<file path="src/rtl/mandelbrot_tile_pixel_escape_assert.svh">
// ----------------------------------------------------------------------------
// Assertion macros for the Mandelbrot tile pixel escape block
// Implication and next-cycle checks, clocked on clk, off during reset.
// ----------------------------------------------------------------------------
`ifndef MANDELBROT_TILE_PIXEL_ESCAPE_ASSERT_SVH
`define MANDELBROT_TILE_PIXEL_ESCAPE_ASSERT_SVH

// same-cycle implication
`define MTPE_ASSERT_NOW(lbl, ante, cons, msg) \
	lbl: assert property (@(posedge clk) disable iff (!arst_n) (ante) |-> (cons)) \
		else $error(msg);

// next-cycle implication
`define MTPE_ASSERT_NEXT(lbl, ante, cons, msg) \
	lbl: assert property (@(posedge clk) disable iff (!arst_n) (ante) |=> (cons)) \
		else $error(msg);

`endif

</file>
<file path="src/rtl/mtpe_pkg.sv">
// ----------------------------------------------------------------------------
// mtpe_pkg
// Shared constants, codes and controller/datapath interface types.
// ----------------------------------------------------------------------------
package mtpe_pkg;

	localparam int FRAC_BITS = 32;
	localparam int ACC_W     = FRAC_BITS + 64;
	localparam int DIV_NW    = 64;
	localparam int DIV_DW    = 17;

	localparam logic [63:0] FOUR_FX    = 64'(4) << FRAC_BITS;
	localparam logic [7:0]  PAL_SCALE  = 8'd254;

	localparam logic [63:0] RST_CRE   = 64'hFFFF_FFFF_4000_0000;
	localparam logic [63:0] RST_CIM   = 64'd0;
	localparam logic [62:0] RST_SPAN  = 63'd12884901888;
	localparam logic [14:0] RST_GRID  = 15'd4096;
	localparam logic [8:0]  RST_TILE  = 9'd64;
	localparam logic [16:0] RST_LIMIT = 17'd500;

	localparam logic [14:0] GRID_MIN  = 15'd64;
	localparam logic [14:0] GRID_MAX  = 15'd16384;
	localparam logic [8:0]  TILE_MIN  = 9'd8;
	localparam logic [8:0]  TILE_MAX  = 9'd256;
	localparam logic [16:0] LIMIT_MIN = 17'd16;
	localparam logic [16:0] LIMIT_MAX = 17'd100000;

	// register indexes
	localparam logic [2:0] REG_CRE   = 3'd0;
	localparam logic [2:0] REG_CIM   = 3'd1;
	localparam logic [2:0] REG_SPAN  = 3'd2;
	localparam logic [2:0] REG_GRID  = 3'd3;
	localparam logic [2:0] REG_TILE  = 3'd4;
	localparam logic [2:0] REG_LIMIT = 3'd5;

	// status codes
	localparam logic [1:0] ST_OK   = 2'd0;
	localparam logic [1:0] ST_CFG  = 2'd1;
	localparam logic [1:0] ST_TILE = 2'd2;
	localparam logic [1:0] ST_PIX  = 2'd3;

	typedef enum logic [3:0] {
		OP_NONE,
		OP_DIV_PS,
		OP_CHK,
		OP_DIV_TILE,
		OP_DIV_STEP,
		OP_MUL_RE,
		OP_MUL_IM,
		OP_MUL_ZR2,
		OP_MUL_ZI2,
		OP_MUL_ZRZI,
		OP_NOESC,
		OP_DIV_PAL
	} op_t;

	typedef struct packed {
		logic go;
		op_t  op;
	} cmd_t;

	typedef struct packed {
		logic unit_done;
		logic err;
		logic escaped;
		logic it_end;
	} stat_t;

endpackage

</file>
<file path="src/rtl/mtpe_ctrl.sv">
// ----------------------------------------------------------------------------
// mtpe_ctrl
// Controller: sequences checks, setup divides, mapping and the escape loop.
// ----------------------------------------------------------------------------
module mtpe_ctrl import mtpe_pkg::*; (
	input  logic  clk,
	input  logic  arst_n,
	input  logic  accept,
	input  stat_t st,
	output cmd_t  cmd,
	output logic  busy,
	output logic  done
);

	typedef enum logic [3:0] {
		S_IDLE, S_DIVPS, S_CHK, S_DIVT, S_DIVS, S_MRE, S_MIM,
		S_TOP, S_ZR2, S_ZI2, S_ESC, S_ZRZI, S_NOESC, S_PAL
	} state_t;

	state_t state_q;
	cmd_t   cmd_q;
	logic   busy_q;
	logic   done_q;

	always_ff @(posedge clk or negedge arst_n) begin
		if (!arst_n) begin
			state_q <= S_IDLE;
			cmd_q   <= '{go: 1'b0, op: OP_NONE};
			busy_q  <= 1'b0;
			done_q  <= 1'b0;
		end else begin
			cmd_q.go <= 1'b0;
			done_q   <= 1'b0;
			case (state_q)
				S_IDLE: if (accept) begin
					busy_q  <= 1'b1;
					state_q <= S_DIVPS;
					cmd_q   <= '{go: 1'b1, op: OP_DIV_PS};
				end
				S_DIVPS: if (st.unit_done) begin
					state_q <= S_CHK;
					cmd_q   <= '{go: 1'b1, op: OP_CHK};
				end
				S_CHK: if (st.err) begin
					done_q  <= 1'b1;
					busy_q  <= 1'b0;
					state_q <= S_IDLE;
				end else begin
					state_q <= S_DIVT;
					cmd_q   <= '{go: 1'b1, op: OP_DIV_TILE};
				end
				S_DIVT: if (st.unit_done) begin
					state_q <= S_DIVS;
					cmd_q   <= '{go: 1'b1, op: OP_DIV_STEP};
				end
				S_DIVS: if (st.unit_done) begin
					state_q <= S_MRE;
					cmd_q   <= '{go: 1'b1, op: OP_MUL_RE};
				end
				S_MRE: if (st.unit_done) begin
					state_q <= S_MIM;
					cmd_q   <= '{go: 1'b1, op: OP_MUL_IM};
				end
				S_MIM: if (st.unit_done) begin
					state_q <= S_TOP;
					cmd_q   <= '{go: 1'b0, op: OP_NONE};
				end
				S_TOP: if (st.it_end) begin
					state_q <= S_NOESC;
					cmd_q   <= '{go: 1'b1, op: OP_NOESC};
				end else begin
					state_q <= S_ZR2;
					cmd_q   <= '{go: 1'b1, op: OP_MUL_ZR2};
				end
				S_ZR2: if (st.unit_done) begin
					state_q <= S_ZI2;
					cmd_q   <= '{go: 1'b1, op: OP_MUL_ZI2};
				end
				S_ZI2: if (st.unit_done) begin
					state_q <= S_ESC;
					cmd_q   <= '{go: 1'b0, op: OP_NONE};
				end
				S_ESC: if (st.escaped) begin
					state_q <= S_PAL;
					cmd_q   <= '{go: 1'b1, op: OP_DIV_PAL};
				end else begin
					state_q <= S_ZRZI;
					cmd_q   <= '{go: 1'b1, op: OP_MUL_ZRZI};
				end
				S_ZRZI: if (st.unit_done) begin
					state_q <= S_TOP;
					cmd_q   <= '{go: 1'b0, op: OP_NONE};
				end
				S_NOESC: begin
					done_q  <= 1'b1;
					busy_q  <= 1'b0;
					state_q <= S_IDLE;
				end
				S_PAL: if (st.unit_done) begin
					done_q  <= 1'b1;
					busy_q  <= 1'b0;
					state_q <= S_IDLE;
				end
				default: state_q <= S_IDLE;
			endcase
		end
	end

	assign cmd  = cmd_q;
	assign busy = busy_q;
	assign done = done_q;

endmodule

</file>
<file path="config.mk">
export PLATFORM = sky130hd
export DESIGN_NAME = mtpe_ctrl
export DESIGN_NICKNAME = d
export VERILOG_FILES = /design/src/rtl/mandelbrot_tile_pixel_escape_assert.svh /design/src/rtl/mtpe_pkg.sv /design/src/rtl/mtpe_ctrl.sv
export SDC_FILE = /design/constraint.sdc
export NUM_CORES = 1
export LEC_CHECK = 0
export BUFFER_PORTS_ARGS = -buffer_cell sky130_fd_sc_hd__buf_2
export CAP_MARGIN = 20
export CORE_AREA = 2 2 54 56
export CTS_BUF_LIST = sky130_fd_sc_hd__clkbuf_16
export DETAILED_ROUTE_END_ITERATION = 7
export DIE_AREA = 0 0 56 58
export RECOVER_POWER = 50
export SYNTH_ARGS = -nofsm -noshare
export SYNTH_HDL_FRONTEND = slang
export SYNTH_SLANG_ARGS = --single-unit
</file>
<file path="constraint.sdc">
create_clock -name clk -period 1.8 [get_ports clk]
set_input_delay 0.18 -clock clk [delete_from_list [all_inputs] [get_ports clk]]
set_output_delay 0.18 -clock clk [all_outputs]
set_load 0.02 [all_outputs]
</file>
Yosys cells after proc, flatten, opt, wreduce, memory -nomap -nowiden
Index checks and enable logic that the tools add are counted.
{"block": "classes", "n_reduce_logical": 8, "n_mux": 31, "eq_ne": 25}
{"operator": "$pmux W5 S10", "count": 1}
{"operator": "$pmux W4 S12", "count": 1}
{"operator": "$mux W4", "count": 11}
{"operator": "$mux W5", "count": 7}
{"operator": "$eq A4 B4 Y1 const B", "count": 6}
{"operator": "$ne A2 B2 Y1 const B", "count": 10}
{"operator": "$reduce_and A9 Y1", "count": 2}
{"operator": "$eq A4 B3 Y1 const B", "count": 4}
{"operator": "$reduce_bool A10 Y1", "count": 1}
{"operator": "$eq A4 B2 Y1 const B", "count": 2}
{"operator": "$mux W3", "count": 2}
{"operator": "$mux W1", "count": 5}
{"operator": "$eq A4 B1 Y1 const B", "count": 1}
{"operator": "$logic_not A4 Y1", "count": 1}
{"operator": "$mux W2", "count": 2}
{"operator": "$ne A2 B1 Y1 const B", "count": 2}
{"operator": "$pmux W1 S4", "count": 1}
{"operator": "$reduce_and A4 Y1", "count": 1}
{"operator": "$reduce_bool A4 Y1", "count": 1}
{"operator": "$pmux W1 S3", "count": 1}
{"operator": "$reduce_or A3 Y1", "count": 1}
{"operator": "$reduce_or A2 Y1", "count": 1}
{"block": "word_totals", "ff_bits": 11, "out_inout_bits": 7, "in_bits": 7, "wordCells": 69}

Depth between registers and ports, before layout
Gate-level depths: netlist of run 1.
{"block": "logic_depth", "word_depth": 4, "ltp_mapped": 6, "depth_no_buf": 4}

Worst setup path before layout of run 1
OpenSTA, ideal clock, no wires.
{"block": "synth_path", "kind": "flip-flop to flip-flop", "startpoint": "register state_q[3]", "endpoint": "register state_q[1]", "setup_ps": 125, "synth_period_minus_slack_ps": 1417, "path_buffers": 0, "t_required_ps": 1675, "path_stages_with_launch": 5, "arrival_ps": 1293, "path_slack_ps": 383, "cell_sequence": "dfrtp_1 -> and2b_4 -> a22oi_4 -> o21ai_0 -> mux2_2"}
{"block": "synth_between", "elab_chain_len": 4, "elab_cells_between_ends": 25, "cone_classes": "eq/ne (21); mux (1); reduce/logical (3)"}
{"element": "start: declaration", "line_no": "mtpe_ctrl.sv:20", "source": "state_t state_q;"}
{"element": "start signal: assignment", "line_no": "mtpe_ctrl.sv:27", "source": "state_q <= S_IDLE;"}
{"element": "start signal: assignment", "line_no": "mtpe_ctrl.sv:37", "source": "state_q <= S_DIVPS;"}
{"element": "start signal: assignment", "line_no": "mtpe_ctrl.sv:41", "source": "state_q <= S_CHK;"}
{"element": "$eq A4 B4 Y1 or $eq A4 B3 Y1 (tied branches)", "line_no": "mtpe_ctrl.sv:34", "source": "case (state_q)"}
{"element": "$reduce_or A2 Y1 (no source line)"}
{"element": "$ne A2 B1 Y1 (no source line)"}
{"element": "$reduce_and A9 Y1 (no source line)"}
Several ways; a longest one is shown, not always the timed one.
A chain may end at the register's enable or synchronous reset.

Final worst setup path of run 1
{"block": "layout_path", "startpoint": "register state_q[3]", "endpoint": "register state_q[2]"}
The elaborated chain is that of the path after synthesis.

==> reports/results.tsv, run 1 <==
metric	value	unit
outcome	finished clean	
firstDrtPassIters	4	
grt_pass1_vias	772	
drt_wl_total	2290	um
ys_seq_elements	11	
start_util	31.5	%
met3_length	156	um
synth_simple_gate_area_share	19.4	%
row_count	19	
synth_top_cell_by_area	dfrtp_1	
rrSetupSlack	0.13	ns
fin_nets	123	
synth_nets	102	
synthTopCellsByArea	dfrtp_1 33%, o21ai_0 5.4%, mux2_2 4.0%, nand2b_1 3.7%, buf_2 3.6%	
cts_tree	done	
synth_compound_area_share	33.7	%
synthMuxAreaShare	5.22	%
syn_to_final_growth	25.2	%
vias_per_cell	5.63	
endpoint_kind	flip-flop	
fin_crit_sh	92.7	%
max_stage_delay	0.46	ns
yosysWarnings	0	
crit_arrival	1.79	ns
antenna_left	0	
synth_top_area_share	32.8	%
die_h	58	um
hp-start	accept	
syn_avg_cell_area	8.84	sq um
criticalPathCategory	flip-flop to flip-flop	
min_delay_path_depth	3	
p_leak	0.000479	uW
cpMaxStageDelayCell	dfrtp_1	
maxCapViolations	0	
ys.flop_type	dfrtp_1	
drc	0	
tns	0	ns
syn_area	840	sq um
p_per_area	2130	mW/mm^2
vdd_drop_max	876	uV
ys_types	40	
root_buffer	clkbuf_16	
synth-adder-area-share	0	%
syn_inst	95	
wl_met1	1040	um
drv_slew	0	
r2r-start	state_q[3]$_DFFE_PN0P_	
p_total	2240	uW
min_path_type	primary input to flip-flop	
grt_start_max_net_pins	16	
tightest_slew	0.625	ns
rr_endpoint	state_q[2]$_DFFE_PN0P_	
numPortBuffers	13	
core-area	0.00266	sq mm
die_w	56	um
htreeDepth	1	
routabilityCongestion	0.805	
period_needed	1.67	ns
post-dp-hpwl	1680	um
path_cells	and2b_4, a22oi_4, o21ai_0, mux2_2	
drive_gt1_share	26.1	%
ys_async_sr_fraction	100	%
setup_violations	0	
clock_path_buffers	2	
hold_end	busy$_DFFE_PN0P_	
synth_common_cells	11 x dfrtp_1, 9 x o21ai_0, 6 x buf_2, 6 x nand2_1	
cts_buffers	3	
worst_setup_path_start_kind	flip-flop	
drtIter0Drc	38	
synth_edf_count	0	
via_count	822	
rr_worst_depth	4	
wl_met2	1070	um
synth_top_family_by_area	compound AO/OA/AOI/OAI gates	
crit_fanout	10	
crit_required	1.92	ns
clk_latency	0.24	ns
antenna_found_initial	0	
gr-usage-all-layers	15.6	%
hold_violations	0	
postCtsSetupRepairBufs	0	
top_level_ports	14	
fmax	0.599	GHz
slew_headroom	58.3	%
clk_pin_slew	0.04	ns
top_layer	met4	
grt_pass1_wl	3880	um
n_antenna_cell	0	
ys_seq_area_share	32.8	%
rsz0062_at_grt	no	
synth_xor_area_share	0	%
finalClockSkew	0.00466	ns
clkSinkCount	11	
die_area	0.00325	sq mm
overflow	0	
wl_per_cell	15.7	um
yosys.cell_count.top_type	dfrtp_1	
registers in the layout, summed over array words and instances (netlist names):
register / count
state_q: 4
done: 1
cmd: 5
busy: 1
critical path: cells and delay by family, from the launching register on:
family,cells,cell delay (ns)
simple gates,1,0.32
mux,1,0.38
flops,1,0.46
compound gates,2,0.39
timing repair:
action | in CTS | in global routing
hold endpoints to repair | 11 | 0
endpoints found under the setup margin | 0 | 1
gates resized for setup | 0 | 1
hold buffers | 1 | 0
kinds of logic (layout without fill, tap and decap cells):
kind of cell,after synthesis,after routing
buffers and inverters,13,33
muxes,4,4
DFF,11,11
and+or+nand+nor,30,30
AOI/OAI and AO/OA,37,37
layout by cell type, fill, tap and decap left out, types with 2 or more instances in the layout:
| cell type | netlist | layout |
|---|---|---|
| nor2_1 | 5 | 5 |
| buf_2 | 6 | 9 |
| o21ai_0 | 9 | 9 |
| nor3_1 | 3 | 3 |
| nand2_1 | 6 | 6 |
| a21oi_1 | 4 | 4 |
| a211o_1 | 2 | 2 |
| dfrtp_1 | 11 | 10 |
| a32oi_1 | 2 | 2 |
| buf_4 | 1 | 11 |
| a221o_1 | 2 | 2 |
| nand2b_1 | 5 | 5 |
| a2bb2oi_1 | 2 | 2 |
| a22oi_1 | 2 | 2 |
| clkbuf_1 | 0 | 4 |
| inv_1 | 4 | 5 |
| clkbuf_16 | 0 | 3 |
| mux2_2 | 3 | 3 |
| nor2b_1 | 4 | 4 |
per-layer routing:
layer	GRT usage [%]	up-vias
met2	23.9	33
met3	5.36	2
li1	-	395
met4	4.08	0
met5	0	-
met1	21.2	392
area by class of cell:
cell class              instances  area [sq um]
clock buffers                   3          75.1
repair buffers                 25           153
well taps                      31          38.8
flip-flops and latches         11           277
clock inverters                 1          3.75
fillers                       272          1610
multi-input cells              71           489
inverters                       4          15.0
through the flow:
step                hold WS [ns]  setup slack [ns]  area, sq um  std cells  utilization, %
global route               0.295            0.0169         1050        146            39.5
global placement          0.0731             0.132          966        141            36.3
floorplan                 -0.116             0.383          840         95               -
finish                     0.269             0.131         1050        146            39.5
CTS                        0.265             0.129         1050        146            39.6
detailed placement        0.0781             0.147          966        141            36.3
power breakdown:
part           total (uW)  switching (uW)  leakage [uW]  internal, uW
registers             519             146      0.000138           372
clock network         401             110     0.0000423           292
logic                1320             695      0.000299           621
worst max path at each step:
stage | cells past startpoint | slack, ns | endpoint | startpoint
2_1_floorplan | 4 | 0.38 | state_q[1]$_DFFE_PN0P_ | state_q[3]$_DFFE_PN0P_
3_3_place_gp | 4 | 0.13 | state_q[2]$_DFFE_PN0P_ | state_q[3]$_DFFE_PN0P_
3_5_place_dp | 4 | 0.15 | state_q[1]$_DFFE_PN0P_ | state_q[3]$_DFFE_PN0P_
4_1_cts | 4 | 0.13 | cmd[1]$_DFFE_PN0P_ | state_q[2]$_DFFE_PN0P_
5_1_grt | 4 | 0.02 | state_q[1]$_DFFE_PN0P_ | state_q[3]$_DFFE_PN0P_
6_report | 4 | 0.13 | state_q[2]$_DFFE_PN0P_ | state_q[3]$_DFFE_PN0P_
(Power assumes the default switching activity.)
==> run 2: changes to the inputs <==
--- a/config.mk
+++ b/config.mk
@@ -8,7 +8,7 @@
 export BUFFER_PORTS_ARGS = -buffer_cell sky130_fd_sc_hd__buf_2
 export CAP_MARGIN = 20
 export CORE_AREA = 2 2 54 56
-export CTS_BUF_LIST = sky130_fd_sc_hd__clkbuf_16
+export CTS_BUF_LIST = sky130_fd_sc_hd__clkbuf_8
 export DETAILED_ROUTE_END_ITERATION = 7
 export DIE_AREA = 0 0 56 58
 export RECOVER_POWER = 50
==> run 2 against run 1 <==
  * Clock skew is 0.0026 ns higher
  * Worst setup slack improved by 0.0070 ns
  * Critical endpoint unchanged
  * Routed wire length increased by 1.3%
  * Power down 6.7%
  * Largest power group unchanged
  * Via count fell by 0.73%
==> reports/results.tsv, run 2 (synthesized netlist as in run 1, its figures left out) <==
metric	value	unit	change
outcome	finished clean		
holdWs	0.262	ns	-0.00741 ns
clkSinkCount	11		unchanged
root_buffer	clkbuf_8		
met3_usage	5.36	%	unchanged
clock_path_buffers	2		unchanged
core-area	0.00266	sq mm	unchanged
grt_pass1_vias	779		+0.91%
cts_buffers	3		unchanged
die_h	58	um	unchanged
busiest_layer	met2		
setup_violations	0		unchanged
rsz0062_at_grt	no		
period_needed	1.66	ns	-0.00705 ns
grt.met1_usage	21.2	%	unchanged
grt_pass1_wl	3890	um	+0.18%
drc	0		unchanged
antenna_left	0		unchanged
tightest_slew	0.642	ns	+0.0163 ns
fin_area	0.00102	sq mm	-3.2%
routabilityCongestion	0.805		unchanged
finalClockSkew	0.00729	ns	+0.00263 ns
hold_violations	0		unchanged
slew_headroom	57.2	%	-1.1 points
endpoint_kind	flip-flop		
place_area	966	sq um	unchanged
drive_gt1_share	26.1	%	unchanged
syn_to_final_growth	21.2	%	
post-dp-hpwl	1680	um	unchanged
crit_fanout	10		unchanged
drt_wl_total	2310	um	+1.3%
layout_commonest_cell	buf_4		
drv_slew	0		unchanged
die_w	56	um	unchanged
row_count	19		unchanged
dp.cells	141		unchanged
p_per_area	2050	mW/mm^2	-3.6%
vdd_drop_max	1040	uV	+19%
p_leak	0.000463	uW	-3.2%
clk_latency	0.24	ns	about the same
grt_start_max_net_pins	16		unchanged
final_cell_mix	11 x buf_4, 10 x dfrtp_1, 9 x o21ai_0, 9 x buf_2, 6 x nand2_1		
fin_crit_sh	92.4	%	-0.39 points
maxCapViolations	0		unchanged
die_area	0.00325	sq mm	unchanged
crit_arrival	1.78	ns	about the same
top_level_ports	14		unchanged
met2_usage	24.0	%	+0.17 points
crit_required	1.92	ns	about the same
drtIter0Drc	31		-18%
start_util	31.5	%	unchanged
n_antenna_cell	0		unchanged
min_path_type	primary input to flip-flop		
clk_pin_slew	0.06	ns	+0.02 ns
cts_tree	done		
tns	0	ns	unchanged
instances_no_fill	146		unchanged
wl_per_cell	15.8	um	+1.3%
gr-usage-all-layers	15.6	%	+0.047 points
htreeDepth	1		unchanged
postCtsSetupRepairBufs	0		unchanged
overflow	0		unchanged
fmax	0.602	GHz	+0.42%
vias_per_cell	5.59		-0.73%
criticalPathCategory	flip-flop to flip-flop		
numPortBuffers	13		unchanged
largest_reg_flops	5		unchanged
antenna_found_initial	0		unchanged
firstDrtPassIters	4		unchanged
via_count	816		-0.73%
fin_nets	123		unchanged
worst_setup_path_start_kind	flip-flop		
run 2: per-stage QoR:
step                      worst slack (ns)  utilization [%]  total power, uW
after global routing                0.0148             38.2             2240
final                                0.138             38.2             2090
after CTS                            0.130             38.3             2090
after floorplan                      0.383                -             1460
after detailed placement             0.147             36.3             1830
after global placement               0.132             36.3             1820
run 2: layout make-up:
class                           instances  area [sq um]
Inverter                                4          15.0
Timing Repair Buffer                   25           153
Multi-Input combinational cell         71           489
Tap cell                               31          38.8
Clock buffer                            3          41.3
Clock inverter                          1          3.75
Fill cell                             274          1650
Sequential cell                        11           277
run 2: path summary, 6_finish.rpt:
check                                  startpoint                     end  slack [ns]  cells after the start
max in group asynchronous                  arst_n  state_q[2]$_DFFE_PN0P_        0.87                      2
hold reg to reg                cmd[3]$_DFFE_PN0P_      cmd[3]$_DFFE_PN0P_        0.49                      1
setup / recovery           state_q[3]$_DFFE_PN0P_  state_q[2]$_DFFE_PN0P_        0.14                      4
hold / removal                             accept        busy$_DFFE_PN0P_        0.26                      3
min in group asynchronous                  arst_n        busy$_DFFE_PN0P_        0.47                      2
setup reg to reg           state_q[3]$_DFFE_PN0P_  state_q[2]$_DFFE_PN0P_        0.14                      4
run 2: where the power goes:
part	total (uW)	leakage (uW)	internal [uW]	switching (uW)
combinational	1310	0.000299	621	694
clock	252	0.0000269	150	101
sequential	520	0.000138	371	148
run 2: what timing repair did:
| item | 4_1_cts | 5_1_grt |
|---|---|---|
| endpoints found under the hold margin | 11 | 0 |
| hold buffers | 1 | 0 |
| resized for setup | 0 | 1 |
| setup endpoints to repair | 0 | 1 |
run 2: critical path, stage by stage (launching register included):
cell	delay [ns]
dfrtp_1	0.49
nor2b_1	0.30
a22oi_4	0.08
o21ai_0	0.30
mux2_2	0.37
run 2: routing by layer:
layer	wire (um)	vias to the layer above
li1	-	393
met4	23	0
met2	1060	21
met1	1110	398
met5	0	-
met3	123	4
